--- src/bps_pkg.sv ---
// Shared types, constants and helpers for the byte pattern search block.
`default_nettype none

package bps_pkg;

    localparam int PATTERN_MAX_DEF = 16;
    localparam int BLOCK_MAX_DEF   = 65536;

    localparam int PAT_WORD_W = 64;
    localparam int PAT_LEN_W  = 5;
    localparam int OFFSET_W   = 16;
    localparam int CFG_IDX_W  = 2;
    localparam int SEEN_LIMIT = 131071;

    typedef enum logic [CFG_IDX_W-1:0] {
        CFG_PATTERN_LOW  = 2'd0,
        CFG_PATTERN_HIGH = 2'd1,
        CFG_PATTERN_LEN  = 2'd2,
        CFG_CASE_FOLD    = 2'd3
    } cfg_idx_t;

    typedef struct packed {
        logic [7:0] data_byte;
        logic       end_of_block;
    } in_t;

    typedef struct packed {
        logic                found;
        logic [OFFSET_W-1:0] match_offset;
    } out_t;

    // Controls broadcast from the top level to every cell of the chain.
    typedef struct packed {
        logic advance;
        logic clear;
        logic fold;
    } cell_ctrl_t;

    function automatic logic [7:0] fold_byte(input logic [7:0] c, input logic en);
        logic [7:0] r;
        r = c;
        if (en && (c >= 8'h41) && (c <= 8'h5A))
        begin
            r = c + 8'h20;
        end
        return r;
    endfunction

endpackage

`default_nettype wire

--- src/byte_pattern_search.sv ---
// A result is registered, with out_valid, at the edge that transfers the byte
// causing it. Throughput: one byte per cycle while the output is not stalled, set
// by the window of cells that compare their bytes with the pattern in the same cycle.
// A waiting result does not block the next byte unless the output is stalled.
// Reset clears the configuration, the byte window, the byte count and
// the output valid; no clearing pass is needed.
`default_nettype none

module byte_pattern_search #(
    parameter int PATTERN_MAX = bps_pkg::PATTERN_MAX_DEF,
    parameter int BLOCK_MAX   = bps_pkg::BLOCK_MAX_DEF
) (
    input  wire logic                                clk,
    input  wire logic                                rst_n,
    input  wire logic                                cfg_we,
    input  wire logic [bps_pkg::CFG_IDX_W-1:0]       cfg_index,
    input  wire logic [bps_pkg::PAT_WORD_W-1:0]      cfg_data,
    input  wire logic                                in_valid,
    output logic                                     in_stall,
    input  wire bps_pkg::in_t                        in_data,
    output logic                                     out_valid,
    input  wire logic                                out_stall,
    output bps_pkg::out_t                            out_data
);
    import bps_pkg::*;

    localparam int SEEN_CAP  = (BLOCK_MAX < SEEN_LIMIT) ? BLOCK_MAX : SEEN_LIMIT;
    localparam int SEEN_W    = $clog2(SEEN_CAP + 1);
    localparam int PAT_BYTES = 2 * PAT_WORD_W / 8;
    localparam int PIDX_W    = $clog2(PAT_BYTES);

    logic [PAT_WORD_W-1:0] pat_low_reg;
    logic [PAT_WORD_W-1:0] pat_high_reg;
    logic [PAT_LEN_W-1:0]  pat_len_reg;
    logic                  case_fold_reg;

    logic [SEEN_W-1:0]     seen_reg;
    logic [SEEN_W-1:0]     seen_next;
    logic                  reported_reg;
    logic                  reported_next;
    logic                  out_valid_reg;
    logic                  out_valid_next;
    out_t                  out_data_reg;
    out_t                  out_data_next;

    logic                  in_accept;
    logic                  load_out;
    logic                  match;
    logic [PAT_LEN_W-1:0]  len_eff;
    logic [2*PAT_WORD_W-1:0] pat_all;
    logic [PATTERN_MAX-1:0] hit_vec;
    logic [PATTERN_MAX:0][7:0] byte_vec;
    logic [SEEN_W-1:0]     seen_inc;
    logic [SEEN_W-1:0]     offset_full;
    logic [31:0]           offset_wide;
    logic [OFFSET_W-1:0]   offset_sat;
    cell_ctrl_t            ctrl;

    assign in_stall  = out_valid_reg && out_stall;
    assign in_accept = in_valid && !in_stall;

    assign ctrl.advance = in_accept && !reported_reg;
    assign ctrl.clear   = in_accept && in_data.end_of_block;
    assign ctrl.fold    = case_fold_reg;

    // Configuration registers.
    always_ff @(posedge clk or negedge rst_n)
    begin
        if (!rst_n)
        begin
            pat_low_reg   <= '0;
            pat_high_reg  <= '0;
            pat_len_reg   <= '0;
            case_fold_reg <= 1'b0;
        end
        else if (cfg_we)
        begin
            case (cfg_idx_t'(cfg_index))
                CFG_PATTERN_LOW:  pat_low_reg   <= cfg_data;
                CFG_PATTERN_HIGH: pat_high_reg  <= cfg_data;
                CFG_PATTERN_LEN:  pat_len_reg   <= cfg_data[PAT_LEN_W-1:0];
                CFG_CASE_FOLD:    case_fold_reg <= cfg_data[0];
                default:          ;
            endcase
        end
    end

    assign len_eff = (pat_len_reg > PAT_LEN_W'(PATTERN_MAX))
                   ? PAT_LEN_W'(PATTERN_MAX) : pat_len_reg;

    assign pat_all = {pat_high_reg, pat_low_reg};

    // Window of byte cells; cell PATTERN_MAX-1 takes the newest byte and each
    // cell hands its byte to the next older one. The last len_eff cells are
    // lined up with the pattern using the current registers.
    assign byte_vec[PATTERN_MAX] = in_data.data_byte;

    for (genvar k = 0; k < PATTERN_MAX; k++)
    begin : g_cell
        logic [PAT_LEN_W-1:0] pdiff;
        logic [PIDX_W-1:0]    pidx;
        logic                 active;

        assign active = (len_eff >= PAT_LEN_W'(PATTERN_MAX - k));
        assign pdiff  = len_eff - PAT_LEN_W'(PATTERN_MAX - k);
        assign pidx   = pdiff[PIDX_W-1:0];

        bps_cell u_cell (
            .clk      (clk),
            .rst_n    (rst_n),
            .ctrl     (ctrl),
            .data_in  (byte_vec[k+1]),
            .pat_byte (pat_all[{pidx, 3'b000} +: 8]),
            .active   (active),
            .hit      (hit_vec[k]),
            .data_out (byte_vec[k])
        );
    end

    assign seen_inc = (seen_reg < SEEN_W'(SEEN_CAP)) ? (seen_reg + 1'b1) : seen_reg;

    assign match = (len_eff == '0)
                || ((seen_inc >= SEEN_W'(len_eff)) && (&hit_vec));

    // A match needs at least the pattern's length of bytes in the block, so
    // this difference never wraps on a match.
    assign offset_full = seen_inc - SEEN_W'(len_eff);
    assign offset_wide = 32'(offset_full);
    assign offset_sat  = (offset_wide > 32'(2**OFFSET_W - 1))
                       ? {OFFSET_W{1'b1}} : offset_wide[OFFSET_W-1:0];

    assign load_out = ctrl.advance && (match || in_data.end_of_block);

    always_comb
    begin
        seen_next      = seen_reg;
        reported_next  = reported_reg;
        out_valid_next = out_valid_reg;
        out_data_next  = out_data_reg;

        if (out_valid_reg && !out_stall)
        begin
            out_valid_next = 1'b0;
        end

        if (ctrl.advance)
        begin
            seen_next = seen_inc;
            if (match)
            begin
                reported_next = 1'b1;
            end
        end

        if (ctrl.clear)
        begin
            seen_next     = '0;
            reported_next = 1'b0;
        end

        if (load_out)
        begin
            out_valid_next             = 1'b1;
            out_data_next.found        = match;
            // An empty pattern always reports offset zero.
            out_data_next.match_offset = (match && (len_eff != '0)) ? offset_sat : '0;
        end
    end

    always_ff @(posedge clk or negedge rst_n)
    begin
        if (!rst_n)
        begin
            seen_reg      <= '0;
            reported_reg  <= 1'b0;
            out_valid_reg <= 1'b0;
        end
        else
        begin
            seen_reg      <= seen_next;
            reported_reg  <= reported_next;
            out_valid_reg <= out_valid_next;
        end
    end

    always_ff @(posedge clk)
    begin
        out_data_reg <= out_data_next;
    end

    assign out_valid = out_valid_reg;
    assign out_data  = out_data_reg;

    // Once a block has reported, no further result may come from it.
    a_silent_after_report: assert property (@(posedge clk) disable iff (!rst_n)
        reported_reg |-> !load_out)
        else $error("result produced after the block already reported");

    // The end of a block leaves the count, the report mark and the window clear.
    a_block_clear: assert property (@(posedge clk) disable iff (!rst_n)
        (in_accept && in_data.end_of_block)
            |=> (seen_reg == '0) && !reported_reg && (byte_vec[PATTERN_MAX-1:0] == '0))
        else $error("block state not cleared after end of block");

    // A new result never overwrites one that is still waiting to be taken.
    a_no_overwrite: assert property (@(posedge clk) disable iff (!rst_n)
        load_out |-> (!out_valid_reg || !out_stall))
        else $error("pending result overwritten");

    // An empty pattern always matches at the first byte of the block.
    a_empty_pattern: assert property (@(posedge clk) disable iff (!rst_n)
        (load_out && (len_eff == '0))
            |=> out_valid_reg && out_data_reg.found && (out_data_reg.match_offset == '0))
        else $error("empty pattern did not match at offset zero");

endmodule

`default_nettype wire

--- src/bps_cell.sv ---
// One cell of the byte window: holds one byte and compares the byte moving into it.
`default_nettype none

module bps_cell (
    input  wire logic                    clk,
    input  wire logic                    rst_n,
    input  wire bps_pkg::cell_ctrl_t     ctrl,
    input  wire logic [7:0]              data_in,
    input  wire logic [7:0]              pat_byte,
    input  wire logic                    active,
    output logic                         hit,
    output logic [7:0]                   data_out
);
    import bps_pkg::*;

    logic [7:0] byte_reg;
    logic [7:0] byte_next;

    // The compare looks at the byte this cell will hold after the shift, so the
    // window seen by the pattern already includes the byte being transferred.
    // A cell outside the pattern's length always agrees.
    assign hit = !active
        || (fold_byte(data_in, ctrl.fold) == fold_byte(pat_byte, ctrl.fold));

    always_comb
    begin
        byte_next = byte_reg;
        if (ctrl.clear)
        begin
            byte_next = '0;
        end
        else if (ctrl.advance)
        begin
            byte_next = data_in;
        end
    end

    always_ff @(posedge clk or negedge rst_n)
    begin
        if (!rst_n)
        begin
            byte_reg <= '0;
        end
        else
        begin
            byte_reg <= byte_next;
        end
    end

    assign data_out = byte_reg;

endmodule

`default_nettype wire

--- config.mk ---
export PLATFORM = sky130hd
export DESIGN_NAME = byte_pattern_search
export DESIGN_NICKNAME = d
export VERILOG_FILES = /design/src/bps_pkg.sv /design/src/byte_pattern_search.sv /design/src/bps_cell.sv
export SDC_FILE = /design/constraint.sdc
export NUM_CORES = 1
export LEC_CHECK = 0
export ABC_CLOCK_PERIOD_IN_PS = 17800
export BUFFER_PORTS_ARGS = -buffer_cell sky130_fd_sc_hd__buf_2
export CORE_ASPECT_RATIO = 1.5
export CORE_MARGIN = 3
export CORE_UTILIZATION = 69
export CTS_CLUSTER_SIZE = 25
export DETAILED_ROUTE_END_ITERATION = 16
export GPL_TIMING_DRIVEN = 0
export PLACE_DENSITY = 0.88
export SLEW_MARGIN = 20
export SYNTH_ARGS = -nofsm -noshare
export SYNTH_HDL_FRONTEND = slang
export SYNTH_HIERARCHICAL = 1
export SYNTH_SLANG_ARGS = --single-unit
--- constraint.sdc ---
create_clock -name clk -period 17.8 [get_ports clk]
set_input_delay 0.89 -clock clk [delete_from_list [all_inputs] [get_ports clk]]
set_output_delay 0.89 -clock clk [all_outputs]
set_load 0.005 [all_outputs]
# Yosys cells after proc, flatten, opt, wreduce, memory -nomap -nowiden
# Cells that the tools add are included.
classes:
  shift: 16
  muxes: 72
  n_lt_le_gt_ge: 84
  addsub: 50
  n_reduce_logical: 121
  n_eq_ne: 19
op_table:
  columns: ["cell", "count"]
  rows:
  - ["128-bit by 8-bit indexed part select with 8-bit output", 16]
  - ["8-bit two-way mux", 62]
  - ["8-bit by 6-bit adder with 8-bit output (second input constant)", 32]
  - ["8-bit by 7-bit greater-or-equal comparator with 1-bit output (second input constant)", 32]
  - ["8-bit by 7-bit less-or-equal comparator with 1-bit output (second input constant)", 32]
  - ["8-bit == test", 16]
  - ["1-bit logical AND", 72]
  - ["17-bit two-way mux", 3]
  - ["5-bit by 4-bit greater-or-equal comparator with 1-bit output (second input constant)", 8]
  - ["4-bit subtractor (second input constant)", 8]
  - ["5-bit by 3-bit greater-or-equal comparator with 1-bit output (second input constant)", 4]
  - ["1-bit zero test", 19]
  - ["1-bit logical OR", 18]
  - ["17-bit by 1-bit adder with 17-bit output (second input constant)", 1]
  - ["17-bit by 5-bit greater-or-equal comparator with 1-bit output", 1]
  - ["17-bit by 16-bit > comparator with 1-bit output (second input constant)", 1]
  - ["17-bit less-than comparator (second input constant)", 1]
  - ["17-bit by 5-bit subtractor with 17-bit output", 1]
  - ["16-bit two-way mux", 1]
  - ["16-bit AND reduction", 1]
  - ["4-bit by 3-bit subtractor with 4-bit output (second input constant)", 4]
  - ["5-bit by 2-bit greater-or-equal comparator with 1-bit output (second input constant)", 2]
  - ["2-bit AND reduction", 5]
  - ["4-bit by 1-bit subtractor with 4-bit output (second input constant)", 2]
  - ["12 further kinds", 20]
word_totals:
  elab_cells: 386
  reg_bits: 290
  in_bits: 80
  output_inout_bits: 19

# Longest topological paths before layout
depth:
  depth_word: 16
  depth_mapped: 24

# By module
# The synthesis kept the hierarchy.
modules_own_cells:
  columns: ["module", "seq_area_each_um2", "cells_each", "instances", "area_each_um2"]
  rows:
  - ["byte_pattern_search", 4339.2, 1161, 1, 13191.4]
  - ["bps_cell", 200.2, 62, 16, 596.8]

# Worst setup path before layout
# Ideal clock, no wire load.
synth_timing:
  kind: "register -> register"
  from: "register pat_len_reg[4]"
  to: "register out_data_reg (netlist bit out_data[0]), enable pin"
  t_required_ns: 17.426
  stages_incl_launch_ff: 23
  t_arrival_ns: 5.712
  setup_ns: 0.374
  period_less_slack_ns: 6.087
  setup_slack_ns: 11.713
  cell_sequence: "dfrtp_1 -> buf_2 -> nor2b_1 -> buf_2 -> buf_1 -> ha_1 -> clkbuf_1 -> nand2_1 -> xnor2_1 -> nor2_1 -> clkbuf_1 -> mux2i_1 -> ha_1 -> xor2_1 -> xnor2_1 -> nand3_1 -> o311a_1 -> o41ai_2 -> nand4_1 -> nor4_1 -> o41ai_2 -> nand2_1 -> o21a_1"
synth_between:
  elab_chain_cells: 15
  word_cells_on_any_way: 201
  cone_classes: "add/sub (32); order compare (50); eq/ne (16); shift (16); mux (17); reduce/logical (70)"
synth_lines:
  columns: ["item", "line", "text"]
  rows:
  - ["from (decl)", "byte_pattern_search.sv:34", "logic [PAT_LEN_W-1:0] pat_len_reg;"]
  - ["from (signal assigned)", "byte_pattern_search.sv:81", "CFG_PATTERN_LEN: pat_len_reg <= cfg_data[PAT_LEN_W-1:0];"]
  - ["5-bit > comparator", "byte_pattern_search.sv:88", "assign len_eff = (pat_len_reg > PAT_LEN_W'(PATTERN_MAX))"]
  - ["5-bit two-way mux *", "byte_pattern_search.sv:89", "? PAT_LEN_W'(PATTERN_MAX) : pat_len_reg;"]
  - ["4-bit subtractor", "byte_pattern_search.sv:105", "assign pdiff = len_eff - PAT_LEN_W'(PATTERN_MAX - k);"]
  - ["128-bit by 8-bit indexed part select with 8-bit output", "byte_pattern_search.sv:113", ".pat_byte (pat_all[{pidx, 3'b000} +: 8]),"]
  - ["8-bit by 7-bit greater-or-equal comparator with 1-bit output", "bps_pkg.sv:42", "if (en && (c >= 8'h41) && (c <= 8'h5A))"]
  - ["1-bit logical AND (2 in a row)", "bps_pkg.sv:42", null]
  - ["8-bit two-way mux", "bps_pkg.sv:42", null]
  - ["8-bit == test", "bps_cell.sv:23", "|| (fold_byte(data_in, ctrl.fold) == fold_byte(pat_byte, ctrl.fold));"]
  - ["1-bit logical OR *", "bps_cell.sv:23", null]
  - ["named net hit_vec[1]", "byte_pattern_search.sv:51", "logic [PATTERN_MAX-1:0] hit_vec;"]
  - ["16-bit AND reduction *", "byte_pattern_search.sv:123", "|| ((seen_inc >= SEEN_W'(len_eff)) && (&hit_vec));"]
  - ["1-bit logical AND *", "byte_pattern_search.sv:123", null]
  - ["1-bit logical OR *", "byte_pattern_search.sv:123", null]
  - ["named net match", "byte_pattern_search.sv:48", "logic match;"]
  - ["1-bit logical OR *", "byte_pattern_search.sv:132", "assign load_out = ctrl.advance && (match || in_data.end_of_block);"]
  - ["1-bit logical AND *", "byte_pattern_search.sv:132", null]
  - ["named net load_out", "byte_pattern_search.sv:47", "logic load_out;"]
  - ["to (signal assigned)", "byte_pattern_search.sv:188", "out_data_reg <= out_data_next;"]
  - ["to (decl)", "byte_pattern_search.sv:43", "out_t out_data_reg;"]
# Mark *: on every way through the listed nets, which the timed path passes. The rest lies on a longest branch.
# A chain may end at the register's enable or synchronous reset.

# Final worst setup path
layout_timing:
  from: "register pat_len_reg[1]"
  to: "register out_data_reg (netlist bit out_data[13]), enable pin"
# Same word-level chain as after synthesis.

==> impl_metrics.sql <==
INSERT INTO impl_metrics (metric_group, metric, value, unit) VALUES
('outcome', 'outcome', 'complete, no violations', ''),
('sta', 'max_slew.worst_pin.slew', '1.148', 'ns'),
('die', 'die_x_extent', '153.2', 'um'),
('power_and_ir_drop', 'power.clock.fraction', '15.9', '%'),
('yosys', 'synth_cells', '2127', ''),
('worst_setup_path', 'timing.critical_path.required', '18.00', 'ns'),
('clock_tree', 'cts-resized-gates', '0', ''),
('sta', 'timing.final.hold_violations', '0', ''),
('die', 'io_pins', '99', ''),
('power_and_ir_drop', 'combinationalPowerShare', '61.7', '%'),
('worst_hold_path', 'timing.hold.worst.class', 'input port to async pin', ''),
('power_and_ir_drop', 'power.sequential.fraction', '22.4', '%'),
('run', 'maxCapViolations', '0', ''),
('final_layout', 'flow.area_growth_from_synthesis', '9.045', '%'),
('global_routing', 'grt_pass1_vias', '18520', ''),
('global_routing', 'grt_pass1_wl', '112500', 'um'),
('sta', 'slew-limit-headroom', '23.46', '%'),
('route', 'route.detailed.drc', '0', ''),
('yosys', 'syn-cell-area', '22420', 'sq um'),
('sta', 'final.hold.worst_slack', '0.2778', 'ns'),
('clock_tree', 'clk_latency', '0.58', 'ns'),
('power_and_ir_drop', 'power.internal', '0.001969', 'W'),
('power_and_ir_drop', 'ratio_of_total_power_to_cell_area', '158.8', 'nW/um^2'),
('power_and_ir_drop', 'ir_drop', '0.0001347', 'V'),
('worst_setup_path', 'timing.critical_path.fanout_max', '17', ''),
('global_routing', 'grt_util_met1', '45.66', '%'),
('final_layout', 'drive_gt1_share', '16.24', '%'),
('route', 'drt_first_iter_violations', '1852', ''),
('sta', 'fin_crit_sh', '48.91', '%'),
('clock_tree', 'clock_path_buffers', '3', ''),
('worst_setup_path', 'critical_path.endpoint_type', 'flop', ''),
('power_and_ir_drop', 'switchingPower', '0.001913', 'W'),
('final_layout', 'area_occupied_by_multi_input_gates', '14550', 'sq um'),
('route', 'detail-route-antenna-nets', '0', ''),
('global_routing', 'grt_util_met2', '76.22', '%'),
('final_layout', 'final_nets', '2387', ''),
('power_and_ir_drop', 'power_switching_share', '49.28', '%'),
('die', 'design.core.area', '31930', 'sq um'),
('route', 'drt-wirelength-per-cell', '28.46', 'um'),
('placement', 'dp_hpwl', '60700', 'um'),
('die', 'die_y', '226.8', 'um'),
('global_routing', 'maximum_number_of_pins_on_one_net_before_global_route_repair', '108', ''),
('die', 'cell_row_count', '80', ''),
('global_routing', 'grt_overflow_total', '0', ''),
('worst_setup_path', 'criticalPathCategory', 'flop to flop', ''),
('sta', 'timing.setup.tns', '0', 'ns'),
('placement', 'gp_congestion', '1.092', ''),
('route', 'routed-via-count', '18582', ''),
('yosys', 'syn_nets', '2256', ''),
('die', 'die_area', '34740', 'sq um'),
('final_layout', 'layout.area.seq', '7343', 'sq um'),
('sta', 'finalCriticalPeriod', '8.706', 'ns'),
('worst_setup_path', 'timing.critical_path.arrival', '8.91', 'ns'),
('sta', 'slew_viol_final', '0', ''),
('clock_tree', 'cts_max_level', '1', ''),
('global_routing', 'groute.usage.overall', '42.46', '%'),
('clock_tree', 'cts-hold-fix-buffers', '0', ''),
('die', 'floorplan.initialDensity', '70.22', '%'),
('placement', 'portBuffers', '98', ''),
('sta', 'report.final.setup_viol', '0', ''),
('clock_tree', 'clk_pin_slew', '0.07', 'ns'),
('clock_tree', 'tritoncts', 'done', ''),
('clock_tree', 'cts_inserted_buffers', '27', ''),
('global_routing', 'top_usage_layer', 'met2', ''),
('worst_setup_path', 'critPathLaunch', 'pat_len_reg[1]', ''),
('global_routing', 'globalRouteMet3Util', '5.958', '%'),
('final_layout', 'largest_register_ffs', '120', ''),
('global_routing', 'antenna_found_initial', '0', ''),
('worst_setup_path', 'r2r_start', 'pat_len_reg[1]', ''),
('sta', 'fmax', '114.9', 'MHz'),
('route', 'drt-pass1-iter-count', '8', ''),
('route', 'drt_wl_total', '76490', 'um'),
('route', 'via_per_inst', '6.913', ''),
('yosys', 'syn_area_per_cell', '10.54', 'sq um'),
('clock_tree', 'postCtsSetupRepairBufs', '0', ''),
('sta', 'clock_skew', '0.01399', 'ns'),
('clock_tree', 'root_buffer', 'clkbuf_16', ''),
('yosys', 'synthesis.yosys.warnings', '6', ''),
('final_layout', 'insertedDiodeCount', '0', ''),
('final_layout', 'fillers', '2104', ''),
('sta', 'rsz0062_at_grt', 'false', ''),
('power_and_ir_drop', 'leakage', '11.22', 'nW'),
('clock_tree', 'cts_sinks', '290', ''),
('worst_setup_path', 'start_kind', 'flop', '');
-- layout by cell type, fill, tap and decap left out, drive strengths merged, types with 4 or more instances in the layout --
master	n
a21oi	73
a22o	5
a311oi	16
and2	5
buf	156
bufinv	4
clkbuf	84
clkinv	7
dfrtp	273
edfxtp	17
ha	48
inv	21
mux2	135
mux2i	666
nand2	80
nand3	44
nand3b	5
nand4	10
nor2	174
nor3	55
nor4	22
o2111ai	17
o21ai	21
o22ai	16
o311a	16
o31ai	5
o41ai	18
or3	6
or4	16
xnor2	112
xor2	120
-- routing by layer --
layer  routed length (um)  vias up
met5                    0        -
met4                 7182        0
met3                 5123      346
met2                37890     1026
met1                26290     9121
li1                     -     8089
-- critical path: stages (launching register included) --
cell	delay, ns
dfrtp_1	0.53
nor2b_1	0.20
buf_4	0.19
inv_4	0.17
clkbuf_1	0.64
ha_1	0.22
clkbuf_1	0.54
buf_1	0.73
mux2i_1	0.64
mux2i_1	0.24
mux2i_1	0.56
xor2_1	0.39
xor2_1	0.35
xnor2_1	0.17
nand3_1	0.10
o311a_1	0.17
o41ai_2	0.36
nand4_1	0.17
nor4_1	0.85
o41ai_2	0.27
nand2_1	0.19
o21a_1	0.63
-- through the flow --
step / total power (W) / util, % / setup WS (ns) / area (sq um) / cells
finish: 0.003882 / 76.58 / 9.094 / 24450 / 2688
global placement: 0.003060 / 73.37 / 9.525 / 23430 / 2635
detailed placement: 0.003155 / 73.68 / 9.423 / 23530 / 2639
CTS: 0.003784 / 76.58 / 9.367 / 24450 / 2688
floorplan: 0.002478 / - / 11.71 / 22420 / 2127
global route: 0.004011 / 76.58 / 8.969 / 24450 / 2688
-- final cells by class --
type,instances,share of cell area [%]
clock buffers,31,2.907
multi-input cells,1714,59.49
inverters,16,0.2559
well taps,410,2.098
plain buffers,107,1.945
repair buffers,102,2.400
flip-flops and latches,290,30.03
clock inverters,18,0.8750
-- final timing paths --
kind,end,slack (ns),cells after the start
worst max register to register,out_data[13],9.09,21
worst min-delay path,seen_reg[7],0.28,1
max in group asynchronous,g_cell[14].u_cell/data_out[2],16.54,2
min in group clk,pat_high_reg[30],0.54,1
worst min register to register,pat_high_reg[30],0.54,1
worst max-delay path,out_data[13],9.09,21
-- power groups by stage --
stage          Sequential (W)  Clock [W]  Combinational (W)
4_1_cts              0.000864   0.000620            0.00230
3_3_place_gp         0.000871          0            0.00219
2_1_floorplan        0.000834          0            0.00164
6_report             0.000870   0.000617            0.00239
3_5_place_dp         0.000875          0            0.00228
5_1_grt              0.000876   0.000643            0.00249
(Power assumes the default switching activity.)
